--- src/rtl/tbpc_pkg.sv ---
// ----------------------------------------------------------------------------
// tbpc_pkg
// Shared types and constants of the two-button press classifier.
// ----------------------------------------------------------------------------
package tbpc_pkg;

    // timer width and limits
    localparam int TIMER_BITS = 16;
    localparam int THR_BITS   = 16;
    localparam int CMP_BITS   = (TIMER_BITS > THR_BITS) ? TIMER_BITS : THR_BITS;

    // configuration port
    localparam int CFG_IDX_BITS = 2;
    localparam logic [CFG_IDX_BITS-1:0] CFG_DEBOUNCE = CFG_IDX_BITS'(0);
    localparam logic [CFG_IDX_BITS-1:0] CFG_LONG     = CFG_IDX_BITS'(1);

    localparam logic [THR_BITS-1:0] DEBOUNCE_RESET = THR_BITS'(50);
    localparam logic [THR_BITS-1:0] LONG_RESET     = THR_BITS'(2000);

    // events per tick
    localparam int MAX_EVENTS = 3;

    typedef logic [TIMER_BITS-1:0] t_timer;
    typedef logic [THR_BITS-1:0]   t_thr;

    typedef enum logic [2:0] {
        EV_ANY_PRESS   = 3'd0,
        EV_LEFT_SHORT  = 3'd1,
        EV_LEFT_LONG   = 3'd2,
        EV_RIGHT_SHORT = 3'd3,
        EV_RIGHT_LONG  = 3'd4,
        EV_BOTH_LONG   = 3'd5
    } t_event;

    // saturating increment: stops at the threshold or at the counter maximum
    function automatic t_timer sat_inc(input t_timer c, input t_thr limit);
        logic [CMP_BITS-1:0] c_w;
        logic [CMP_BITS-1:0] l_w;
        c_w = CMP_BITS'(c);
        l_w = CMP_BITS'(limit);
        if ((c_w < l_w) && (c != {TIMER_BITS{1'b1}})) begin
            return c + t_timer'(1);
        end
        return c;
    endfunction

    // counter reached threshold
    function automatic logic reached(input t_timer c, input t_thr limit);
        return CMP_BITS'(c) >= CMP_BITS'(limit);
    endfunction

endpackage

--- src/rtl/two_button_press_classifier.sv ---
// ----------------------------------------------------------------------------
// two_button_press_classifier
// Debounces two raw button levels and classifies any-press, short, long and
// both-long press events from the debounced levels.
// ----------------------------------------------------------------------------
// One input beat is one tick carrying both raw button levels. The tick is
// evaluated in the cycle it is accepted against the state registers, and the
// 0 to 3 events it causes are loaded into a result group register that is
// sent one beat per cycle while the output is not stalled, with last_event
// on the final one. A tick can be accepted every cycle while the result group
// is empty; a tick that causes events occupies the result group until its
// last beat is taken, and the next tick is taken in the same cycle the last
// beat of the group leaves. The configuration port is always ready; thresholds
// are the debounce and long-press tick counts, 0 meaning met at once.
module two_button_press_classifier (
    input  logic                              i_clk,
    input  logic                              i_rst_n,
    // tick input
    input  logic                              i_in_valid,
    output logic                              o_in_stall,
    input  logic                              i_in_left_level,
    input  logic                              i_in_right_level,
    // event output
    output logic                              o_out_valid,
    input  logic                              i_out_stall,
    output logic [2:0]                        o_out_event_code,
    output logic                              o_out_left_held,
    output logic                              o_out_right_held,
    output logic                              o_out_last_event,
    // configuration writes
    input  logic                              i_cfg_valid,
    output logic                              o_cfg_ready,
    input  logic [tbpc_pkg::CFG_IDX_BITS-1:0] i_cfg_index,
    input  logic [tbpc_pkg::THR_BITS-1:0]     i_cfg_data
);

    // configuration registers
    tbpc_pkg::t_thr r_debounce;
    tbpc_pkg::t_thr r_long;

    // per-button state
    logic [1:0]           r_raw,    n_raw;
    logic [1:0]           r_stable, n_stable;
    tbpc_pkg::t_timer     r_quiet [2];
    tbpc_pkg::t_timer     n_quiet [2];
    tbpc_pkg::t_timer     r_hold  [2];
    tbpc_pkg::t_timer     n_hold  [2];
    logic [1:0]           r_long_done, n_long_done;
    logic [1:0]           r_supp,      n_supp;

    // shared state
    logic                 r_any,       n_any;
    logic                 r_both_act,  n_both_act;
    tbpc_pkg::t_timer     r_both_cnt,  n_both_cnt;
    logic                 r_both_done, n_both_done;

    // result group
    logic                 r_busy;
    tbpc_pkg::t_event     r_code [tbpc_pkg::MAX_EVENTS];
    logic [1:0]           r_cnt;
    logic [1:0]           r_idx;
    logic                 r_left_p;
    logic                 r_right_p;

    // events of the current tick
    tbpc_pkg::t_event     e_code [tbpc_pkg::MAX_EVENTS];
    logic [1:0]           e_cnt;

    logic [1:0]           lvl;
    logic [1:0]           released;
    logic [1:0]           pressed_now;
    tbpc_pkg::t_timer     q_inc;
    tbpc_pkg::t_timer     bc_inc;
    logic                 out_take;
    logic                 out_last;
    logic                 in_accept;

    assign lvl = {i_in_right_level, i_in_left_level};

    // handshake
    assign out_take   = r_busy && !i_out_stall;
    assign out_last   = (r_idx == (r_cnt - 2'd1));
    assign o_in_stall = r_busy && !(out_take && out_last);
    assign in_accept  = i_in_valid && !o_in_stall;
    assign o_cfg_ready = 1'b1;

    // tick evaluation
    always_comb begin
        n_raw       = r_raw;
        n_stable    = r_stable;
        n_long_done = r_long_done;
        n_supp      = r_supp;
        n_any       = r_any;
        n_both_act  = r_both_act;
        n_both_cnt  = r_both_cnt;
        n_both_done = r_both_done;
        released    = 2'b00;
        pressed_now = 2'b00;
        q_inc       = '0;
        bc_inc      = '0;
        e_cnt       = 2'd0;
        for (int k = 0; k < tbpc_pkg::MAX_EVENTS; k++) begin
            e_code[k] = tbpc_pkg::EV_ANY_PRESS;
        end

        // debounce and hold timing, independent per button
        for (int b = 0; b < 2; b++) begin
            n_quiet[b] = r_quiet[b];
            n_hold[b]  = r_hold[b];
            if (lvl[b] != r_raw[b]) begin
                n_raw[b]   = lvl[b];
                n_quiet[b] = '0;
            end else begin
                q_inc      = tbpc_pkg::sat_inc(r_quiet[b], r_debounce);
                n_quiet[b] = q_inc;
                if (tbpc_pkg::reached(q_inc, r_debounce) && (r_raw[b] != r_stable[b])) begin
                    n_stable[b] = r_raw[b];
                    if (r_raw[b]) begin
                        pressed_now[b] = 1'b1;
                        n_hold[b]      = '0;
                        n_long_done[b] = 1'b0;
                        n_supp[b]      = 1'b0;
                    end else begin
                        released[b] = 1'b1;
                    end
                end
            end
            if (n_stable[b] && !pressed_now[b]) begin
                n_hold[b] = tbpc_pkg::sat_inc(n_hold[b], r_long);
            end
        end

        // any press, once per episode
        if (n_stable != 2'b00) begin
            if (!r_any) begin
                e_code[e_cnt] = tbpc_pkg::EV_ANY_PRESS;
                e_cnt         = e_cnt + 2'd1;
                n_any         = 1'b1;
            end
        end else begin
            n_any = 1'b0;
        end

        if (n_stable == 2'b11) begin
            // both held: suppress singles, time the both-long event
            if (!r_both_act) begin
                n_both_act  = 1'b1;
                n_both_cnt  = '0;
                n_both_done = 1'b0;
                n_supp      = 2'b11;
            end else if (!r_both_done) begin
                bc_inc     = tbpc_pkg::sat_inc(r_both_cnt, r_long);
                n_both_cnt = bc_inc;
                if (tbpc_pkg::reached(bc_inc, r_long)) begin
                    n_both_done   = 1'b1;
                    n_long_done   = 2'b11;
                    e_code[e_cnt] = tbpc_pkg::EV_BOTH_LONG;
                    e_cnt         = e_cnt + 2'd1;
                end
            end
        end else begin
            n_both_act  = 1'b0;
            n_both_done = 1'b0;
            n_both_cnt  = '0;
            // single-button events, left first
            for (int b = 0; b < 2; b++) begin
                if (n_stable[b]) begin
                    if (!n_long_done[b] && !n_supp[b] &&
                        tbpc_pkg::reached(n_hold[b], r_long)) begin
                        n_long_done[b] = 1'b1;
                        if (e_cnt != 2'd3) begin
                            e_code[e_cnt] = (b == 0) ? tbpc_pkg::EV_LEFT_LONG
                                                     : tbpc_pkg::EV_RIGHT_LONG;
                            e_cnt = e_cnt + 2'd1;
                        end
                    end
                end else begin
                    if (released[b] && !n_long_done[b] && !n_supp[b]) begin
                        if (e_cnt != 2'd3) begin
                            e_code[e_cnt] = (b == 0) ? tbpc_pkg::EV_LEFT_SHORT
                                                     : tbpc_pkg::EV_RIGHT_SHORT;
                            e_cnt = e_cnt + 2'd1;
                        end
                    end
                    n_supp[b] = 1'b0;
                end
            end
        end
    end

    // configuration registers
    always_ff @(posedge i_clk) begin
        if (!i_rst_n) begin
            r_debounce <= tbpc_pkg::DEBOUNCE_RESET;
            r_long     <= tbpc_pkg::LONG_RESET;
        end else if (i_cfg_valid && o_cfg_ready) begin
            unique case (i_cfg_index)
                tbpc_pkg::CFG_DEBOUNCE: r_debounce <= i_cfg_data;
                tbpc_pkg::CFG_LONG:     r_long     <= i_cfg_data;
                default: ;
            endcase
        end
    end

    // classifier state
    always_ff @(posedge i_clk) begin
        if (!i_rst_n) begin
            r_raw       <= 2'b00;
            r_stable    <= 2'b00;
            r_long_done <= 2'b00;
            r_supp      <= 2'b00;
            r_any       <= 1'b0;
            r_both_act  <= 1'b0;
            r_both_cnt  <= '0;
            r_both_done <= 1'b0;
            for (int b = 0; b < 2; b++) begin
                r_quiet[b] <= '0;
                r_hold[b]  <= '0;
            end
        end else if (in_accept) begin
            r_raw       <= n_raw;
            r_stable    <= n_stable;
            r_long_done <= n_long_done;
            r_supp      <= n_supp;
            r_any       <= n_any;
            r_both_act  <= n_both_act;
            r_both_cnt  <= n_both_cnt;
            r_both_done <= n_both_done;
            for (int b = 0; b < 2; b++) begin
                r_quiet[b] <= n_quiet[b];
                r_hold[b]  <= n_hold[b];
            end
        end
    end

    // result group control, a new group replaces the one whose last beat leaves
    always_ff @(posedge i_clk) begin
        if (!i_rst_n) begin
            r_busy <= 1'b0;
            r_idx  <= 2'd0;
            r_cnt  <= 2'd0;
        end else if (in_accept && (e_cnt != 2'd0)) begin
            r_busy <= 1'b1;
            r_idx  <= 2'd0;
            r_cnt  <= e_cnt;
        end else if (out_take) begin
            if (out_last) begin
                r_busy <= 1'b0;
            end else begin
                r_idx <= r_idx + 2'd1;
            end
        end
    end

    // result group payload
    always_ff @(posedge i_clk) begin
        if (in_accept && (e_cnt != 2'd0)) begin
            for (int k = 0; k < tbpc_pkg::MAX_EVENTS; k++) begin
                r_code[k] <= e_code[k];
            end
            r_left_p  <= n_stable[0];
            r_right_p <= n_stable[1];
        end
    end

    // output beat
    always_comb begin
        case (r_idx)
            2'd0:    o_out_event_code = r_code[0];
            2'd1:    o_out_event_code = r_code[1];
            default: o_out_event_code = r_code[2];
        endcase
    end

    assign o_out_valid       = r_busy;
    assign o_out_left_held   = r_left_p;
    assign o_out_right_held  = r_right_p;
    assign o_out_last_event  = out_last;

endmodule

--- config.mk ---
export PLATFORM = sky130hd
export DESIGN_NAME = two_button_press_classifier
export DESIGN_NICKNAME = d
export VERILOG_FILES = /design/src/rtl/tbpc_pkg.sv /design/src/rtl/two_button_press_classifier.sv
export SDC_FILE = /design/constraint.sdc
export NUM_CORES = 1
export LEC_CHECK = 0
export BUFFER_PORTS_ARGS = -buffer_cell sky130_fd_sc_hd__buf_2
export CAP_MARGIN = 0
export CORE_MARGIN = 5
export CORE_UTILIZATION = 47
export DETAILED_ROUTE_END_ITERATION = 8
export PLACE_DENSITY_LB_ADDON = 0.2
export SYNTH_ARGS = -nofsm -noshare
export SYNTH_HDL_FRONTEND = slang
export SYNTH_SLANG_ARGS = --single-unit
--- constraint.sdc ---
create_clock -name i_clk -period 16.1 [get_ports i_clk]
set_clock_uncertainty 0.05 [all_clocks]
set_input_delay 0 -clock i_clk [delete_from_list [all_inputs] [get_ports i_clk]]
set_output_delay 0 -clock i_clk [all_outputs]
set_load 0.03 [all_outputs]
==> results.json, run 1 <==
{
  "status": "completed",
  "cellLeakagePower_nw": 5.426,
  "ant_nets": 0,
  "cp_data_arrival_time_ps": 10960,
  "cts_tree": "yes",
  "timing.final.max_slew_violations": 0,
  "die-area_um2": 26970,
  "vias": 9687,
  "fin_crit_ps": 10960,
  "cts.clk_slew.worst_paths_ps": 70,
  "final_cell_area_um2": 12500,
  "ir_drop_mv": 0.05290,
  "seq_area_um2": 3503,
  "start_util_pct": 47.63,
  "synth_edf_count": 74,
  "hold_viol": 0,
  "rows": 56,
  "drive_gt1_share_pct": 7.493,
  "routed_wl_mm": 30.13,
  "pwr-share-clk_pct": 30.6,
  "syn_avg_cell_area_um2": 8.680,
  "synth_cell_type_count": 72,
  "p_comb_share_pct": 33.6,
  "place_congestion": 0.9126,
  "fin_crit_sh_pct": 68.06,
  "syn_nets": 1481,
  "grt_pass1_wl_mm": 49.28,
  "tightestPinTransition_ps": 1205,
  "rsz0062_at_grt": "no",
  "ys_warn_count": 0,
  "die_y_um": 164.2,
  "cts_sinks": 138,
  "power.switching_w": 0.0004984,
  "area_delta_synth_final_pct": 11.81,
  "multi_input_area_um2": 7259,
  "synth_flop_cell": "edfxtp_1",
  "grt-ovfl-total": 0,
  "async_flop_share_pct": 0,
  "hpwl_mm": 22.11,
  "path_delay_family": "compound AO/OA/AOI/OAI gates",
  "ctsHoldBuffers": 25,
  "crit_buf_inv": 2,
  "cp_slowest_cell": "o22ai_1",
  "ys_ff_latch": 138,
  "slowest_delay_ps": 780,
  "insertion_delay_ps": 440,
  "fillers": 2191,
  "fin_nets": 1528,
  "die_w_um": 164.2,
  "swShare_pct": 38.36,
  "pwr-share-seq_pct": 35.8,
  "maxCapViolCount": 0,
  "coreArea_um2": 23470,
  "postCtsResizedCells": 0,
  "hold_class": "primary input to flop",
  "h-tree-depth": 4,
  "end_kind": "flop",
  "utilization_pct": 53.25,
  "clk_path_buf_depth": 2,
  "relSlewSlack_pct": 18.79,
  "first_pass_iters": 8,
  "post-cts-setup-buffers": 0,
  "grt_pass1_vias": 9483,
  "grt_max_degree": 65,
  "placed_area_um2": 11660,
  "path_class": "flop to flop",
  "setup_violations": 0,
  "wl_per_cell_um": 18.06,
  "avgViaCountPerCell": 5.808,
  "antenna_found_initial": 1,
  "grt_usage_pct": 23.15,
  "cp-start-kind": "flop",
  "ios": 34,
  "yosysSeqAreaShare_pct": 31.34,
  "cp_common_cell": "ha_1",
  "syn_area_um2": 11180,
  "cts_made_buffers": 17,
  "power_density_nw_per_um2": 103.9,
  "dr.first_iter.drc_count": 706,
  "portBuffers": 32,
  "internal_power_w": 0.0008008,
  "tns_ps": 0,
  "syn_inst": 1288,
  "max_freq_mhz": 91.26,
  "path_max_fanout": 18,
  "drc": 0,
  "root_buffer": "clkbuf_16",
  "critical_path_required_ps": 16100
}
## area by class of cell
cell class / instances / share of cell area, %
Antenna cell: 1 / 0.02002
Inverter: 73 / 2.192
Multi-Input combinational cell: 1039 / 58.08
Clock inverter: 15 / 1.261
Clock buffer: 17 / 3.403
Timing Repair Buffer: 66 / 3.824
Tap cell: 319 / 3.193
Sequential cell: 138 / 28.03
## per-stage QoR
step / instances / hold slack [ps] / power (W) / worst slack (ps)
after floorplan: 1288 / 85.96 / 0.0007853 / 7350
after global placement: 1610 / 203.4 / 0.0008939 / 5632
after detailed placement: 1610 / 206.1 / 0.0009016 / 5290
after CTS: 1667 / 30.87 / 0.001306 / 5242
after global routing: 1668 / 67.66 / 0.001386 / 4173
final: 1668 / 55.33 / 0.001299 / 5142
## state kept, by name, indices dropped and copies added, names as in the netlist
| register | count |
|---|---|
| r_both_done | 1 |
| r_idx | 2 |
| r_code | 8 |
| r_long_done | 2 |
| r_stable | 2 |
| r_hold | 32 |
| r_cnt | 2 |
| r_supp | 2 |
| o_out_right_held | 1 |
| r_both_act | 1 |
| o_out_left_held | 1 |
| r_debounce | 16 |
| r_both_cnt | 16 |
| r_any | 1 |
| r_raw | 2 |
| r_long | 16 |
| r_quiet | 32 |
| o_out_valid | 1 |
## worst paths after layout
path / slack, ps / to / start / depth (start not counted)
worst max-delay path: 5140 / r_code[0][1] / r_quiet[0][9] / 38
worst min-delay path: 60 / r_debounce[1] / i_cfg_valid / 3
worst max register to register: 5140 / r_code[0][1] / r_quiet[0][9] / 38
worst min register to register: 410 / r_long[13] / r_long[13] / 2
## cell families (layout without fill, tap and decap cells)
family	count (synthesis)	in the layout	share of synthesized area [%]
muxes	22	22	2.082
adders and majority gates	168	168	18.80
other	1	2	0.03354
buffers and inverters	111	171	3.794
and+or+nand+nor	511	511	22.66
AOI/OAI and AO/OA	266	266	15.72
xor gates and xnor gates	71	71	5.562
DFF	138	138	31.34
## cells in the mapped netlist, types with 3 or more instances
cell       number  area, um^2
a2111oi_0       4       35.03
a211oi_1       11       82.58
a21o_1         42       315.3
a21oi_1        79       395.4
a221o_1         3       30.03
a221oi_1        4       35.03
a311oi_1        3       26.28
a31o_2          6       52.55
a31oi_1        10       62.56
and2_1         31       193.9
and3_1         27       168.9
and4_1          8       70.07
clkbuf_1       35       131.4
dfxtp_1        64        1281
edfxtp_1       74        2222
ha_1          168        2102
inv_1          72       270.3
mux2_2         10       112.6
mux2i_1        12       120.1
nand2_1       166       623.1
nand2b_1       16       100.1
nand3_1        37       185.2
nand4_1        35       219.0
nor2_1         87       326.6
nor2b_1        32       200.2
nor3_1         30       150.1
nor3b_1         6       45.04
nor4_1         16       100.1
o211ai_1       14       105.1
o21a_1         12       90.09
o21ai_0        41       205.2
o21ai_1         3       15.01
o311ai_0        4       35.03
or2_2           3       18.77
or3_1           7       43.79
or4_1           3       22.52
xnor2_1        51       446.7
xor2_1         20       175.2
## cell usage in the layout, fill, tap and decap left out, types with 32 or more instances in the layout
cell type  synthesis  routed
nand2_1          166     165
nor2b_1           32      32
ha_1             168     168
o21ai_0           41      40
buf_2              0      32
dfxtp_1           64      64
edfxtp_1          74      74
a21oi_1           79      79
inv_1             72      72
a21o_1            42      42
nand3_1           37      37
xnor2_1           51      51
nor2_1            87      87
nand4_1           35      35
## power by group through the flow
stage	Clock [W]	Sequential (W)	Combinational, W
after CTS	0.000405	0.000464	0.000437
final	0.000398	0.000465	0.000437
after detailed placement	0	0.000471	0.000430
after floorplan	0	0.000468	0.000318
after global routing	0.000421	0.000471	0.000495
after global placement	0	0.000471	0.000423
## routing by layer
layer  wire [um]  share of wire [%]  vias to the layer above  track usage (%)
met4         938                3.1                        0            8.616
li1            -                  -                     4793                -
met2       13720                 46                      271            37.48
met5           0                  0                        -                0
met1       13810                 46                     4555            31.03
met3        1656                5.5                       68            3.940
## worst register-to-register path, delay by kind of cell (launching register included)
family,cells,cell delay (ps)
AND/OR/NAND/NOR,11,3350
XOR/XNOR,2,340
buffers and inverters,2,190
AO/OA/AOI/OAI,18,4660
adder cells (fa/ha/maj),5,1510
flip-flops,1,460
(Power assumes the default switching activity.)
==> run 2, diff against run 1 <==
--- a/config.mk
+++ b/config.mk
@@ -5,6 +5,7 @@
 export SDC_FILE = /design/constraint.sdc
 export NUM_CORES = 1
 export LEC_CHECK = 0
+export ABC_AREA = 1
 export BUFFER_PORTS_ARGS = -buffer_cell sky130_fd_sc_hd__buf_2
 export CAP_MARGIN = 0
 export CORE_MARGIN = 5
==> constraint.sdc (replaced) <==
create_clock -name i_clk -period 10.8 [get_ports i_clk]
set_clock_uncertainty 0.05 [all_clocks]
set_input_delay 0 -clock i_clk [delete_from_list [all_inputs] [get_ports i_clk]]
set_output_delay 0 -clock i_clk [all_outputs]
set_load 0.03 [all_outputs]
==> run 2 against run 1 <==
- non-clock buffer count fell by 5
- die area increased by 6.1%
- final cell count is 21% higher
- critical endpoint unchanged
- critical path type unchanged
- synthesized cell count grew 27%
- hold slack got worse by 47 ps
- routed wire length grew 1.6%
- clock-buffer cell count did not move
- register-to-register slack worse by 3200 ps
==> results.json, run 2 <==
{
  "status": "completed",
  "cp_common_cell": "nand2_1",
  "hpwl_mm": 22.88,
  "hold_class": "primary input to flop",
  "routed_wl_mm": 30.60,
  "ir_drop_mv": 0.1005,
  "placed_cells": 1964,
  "wl_per_cell_um": 15.13,
  "top_regs": "r_hold (32), r_quiet (32)",
  "synthTopCellsByArea": "edfxtp_1, ha_1, nand2_1",
  "grt_usage_pct": 21.53,
  "path_class": "flop to flop",
  "cp_data_arrival_time_ps": 8930,
  "power_density_nw_per_um2": 145.2,
  "setup_violations": 0,
  "rsz0062_at_grt": "no",
  "start_util_pct": 47.53,
  "fin_crit_ps": 8864,
  "ys_ff_latch": 138,
  "cts_made_buffers": 17,
  "antennaDiodeCount": 0,
  "dr.first_iter.drc_count": 791,
  "hold_depth": 3,
  "die-area_um2": 28600,
  "synth_cell_type_count": 56,
  "slowest_delay_ps": 590,
  "die_y_um": 169.1,
  "fin_crit_sh_pct": 82.07,
  "max_freq_mhz": 112.8,
  "syn_nets": 1834,
  "h-tree-depth": 4,
  "grt_pass1_wl_mm": 50.11,
  "layout_commonest_cell": "nand2_1",
  "grt_pass1_vias": 9970,
  "ios": 34,
  "cellLeakagePower_nw": 6.520,
  "insertion_delay_ps": 430,
  "synth_edf_count": 74,
  "antenna_found_initial": 0,
  "root_buffer": "clkbuf_16",
  "clk_path_buf_depth": 2,
  "critical_path_required_ps": 10860,
  "cp_slowest_cell": "nor2_4",
  "portBuffers": 32,
  "place_congestion": 0.8698,
  "reg2reg_slack_ps": 1940,
  "rows": 58,
  "vias": 10680,
  "path_max_fanout": 31,
  "synth_flop_cell": "edfxtp_1",
  "most-common-layout-cells": "nand2_1, inv_1, ha_1, nor2_1, a21oi_1",
  "post-cts-setup-buffers": 0,
  "fin_nets": 1872,
  "syn_avg_cell_area_um2": 7.252,
  "end_kind": "flop",
  "layout_setup_ws_ps": 1936,
  "cp-start-kind": "flop",
  "first_pass_iters": 5,
  "drc": 0,
  "ys_warn_count": 0,
  "synth_top_area_cell": "edfxtp_1",
  "timing.final.max_slew_violations": 0,
  "syn_inst": 1641,
  "coreArea_um2": 25040,
  "maxCapViolCount": 0,
  "drive_gt1_share_pct": 7.742,
  "cts_sinks": 138,
  "tightestPinTransition_ps": 1024,
  "syn_area_um2": 11900,
  "cts.clk_slew.worst_paths_ps": 70,
  "async_flop_share_pct": 0,
  "relSlewSlack_pct": 31.70,
  "hold_viol": 0,
  "yosysMostFrequentCell": "nand2_1",
  "grt_max_degree": 70,
  "yosysSeqAreaShare_pct": 29.44,
  "ant_nets": 0,
  "cts_tree": "yes",
  "synth.top_cells.by_count": "nand2_1, inv_1, ha_1",
  "grt-ovfl-total": 0,
  "rr_worst_depth": 49,
  "place_ws_ps": 1984,
  "final-instance-count-excl-fill": 2022,
  "tns_ps": 0,
  "synth_top_area_share_pct": 18.67,
  "area_delta_synth_final_pct": 9.893,
  "avgViaCountPerCell": 5.281,
  "die_w_um": 169.1
}
## run 2: changes by cell type in the layout (fill, tap and decap cells not counted), sizes merged, moves of 39 or more
cell	before	now
nand2	166	402
xnor2	51	6
nor2	87	161
inv	82	279
a21o	42	3
nand3	37	91
## run 2: worst paths after layout
check            startpoint             to
max           r_quiet[0][0]   r_code[0][1]
min          i_cfg_index[0]  r_debounce[5]
max reg2reg   r_quiet[0][0]   r_code[0][1]
min reg2reg        r_cnt[1]       r_cnt[1]
## run 2: repair_timing
| item | in CTS | in global routing |
|---|---|---|
| resized for setup | 0 | 0 |
| endpoints found under the hold margin | 39 | 0 |
| hold buffers | 26 | 0 |
## run 2: power breakdown
part | leakage [nW] | switching, W | internal [W]
Combinational | 4.93 | 0.000443 | 0.000218
Clock | 0.274 | 0.000264 | 0.000326
Sequential | 1.32 | 0.0000370 | 0.000612
Total | 6.52 | 0.000743 | 0.00116
## run 2: final cells by class
class	count	area (um^2)
Fill cell	2444	11960
Multi-Input combinational cell	1190	7121
Sequential cell	138	3503
Inverter	271	1017
Timing Repair Buffer	61	442.9
Clock buffer	17	425.4
Tap cell	330	412.9
Clock inverter	15	155.1
## run 2: kinds of logic (layout without fill, tap and decap cells)
family                     after synthesis  in the layout  synth area share (%)
buffers and inverters                  313            364                 10.79
xor gates and xnor gates                42             42                 3.091
AOI/OAI and AO/OA                      218            218                 10.25
adders and majority gates              168            168                 17.66
other                                    1              1               0.03151
and+or+nand+nor                        761            761                 28.74
DFF                                    138            138                 29.44
## run 2: layer usage
layer / vias up / global-route usage (%) / part of all wire (%)
met5: - / 0 / 0
met4: 0 / 5.985 / 2.0
met3: 39 / 3.667 / 5.3
met2: 241 / 35.79 / 45
met1: 4907 / 29.06 / 47
li1: 5491 / - / -
## run 2: through the flow
step / hold slack (ps) / cell area, um^2 / total power, W / utilization [%]
2_1_floorplan: 53.13 / 11900 / 0.001159 / -
3_3_place_gp: 171.0 / 12240 / 0.001295 / 48.88
3_5_place_dp: 187.3 / 12240 / 0.001306 / 48.88
4_1_cts: 3.649 / 13080 / 0.001907 / 52.23
5_1_grt: 47.73 / 13080 / 0.002038 / 52.23
6_report: 7.970 / 13080 / 0.001899 / 52.23
## run 2: worst max-delay path: cells and delay by family, from the launching register on
| kind | cells | cell delay, ps |
|---|---|---|
| simple gates | 28 | 4920 |
| fa+ha+maj | 5 | 1280 |
| compound gates | 7 | 1100 |
| buf+inv | 9 | 800 |
| flops | 1 | 390 |
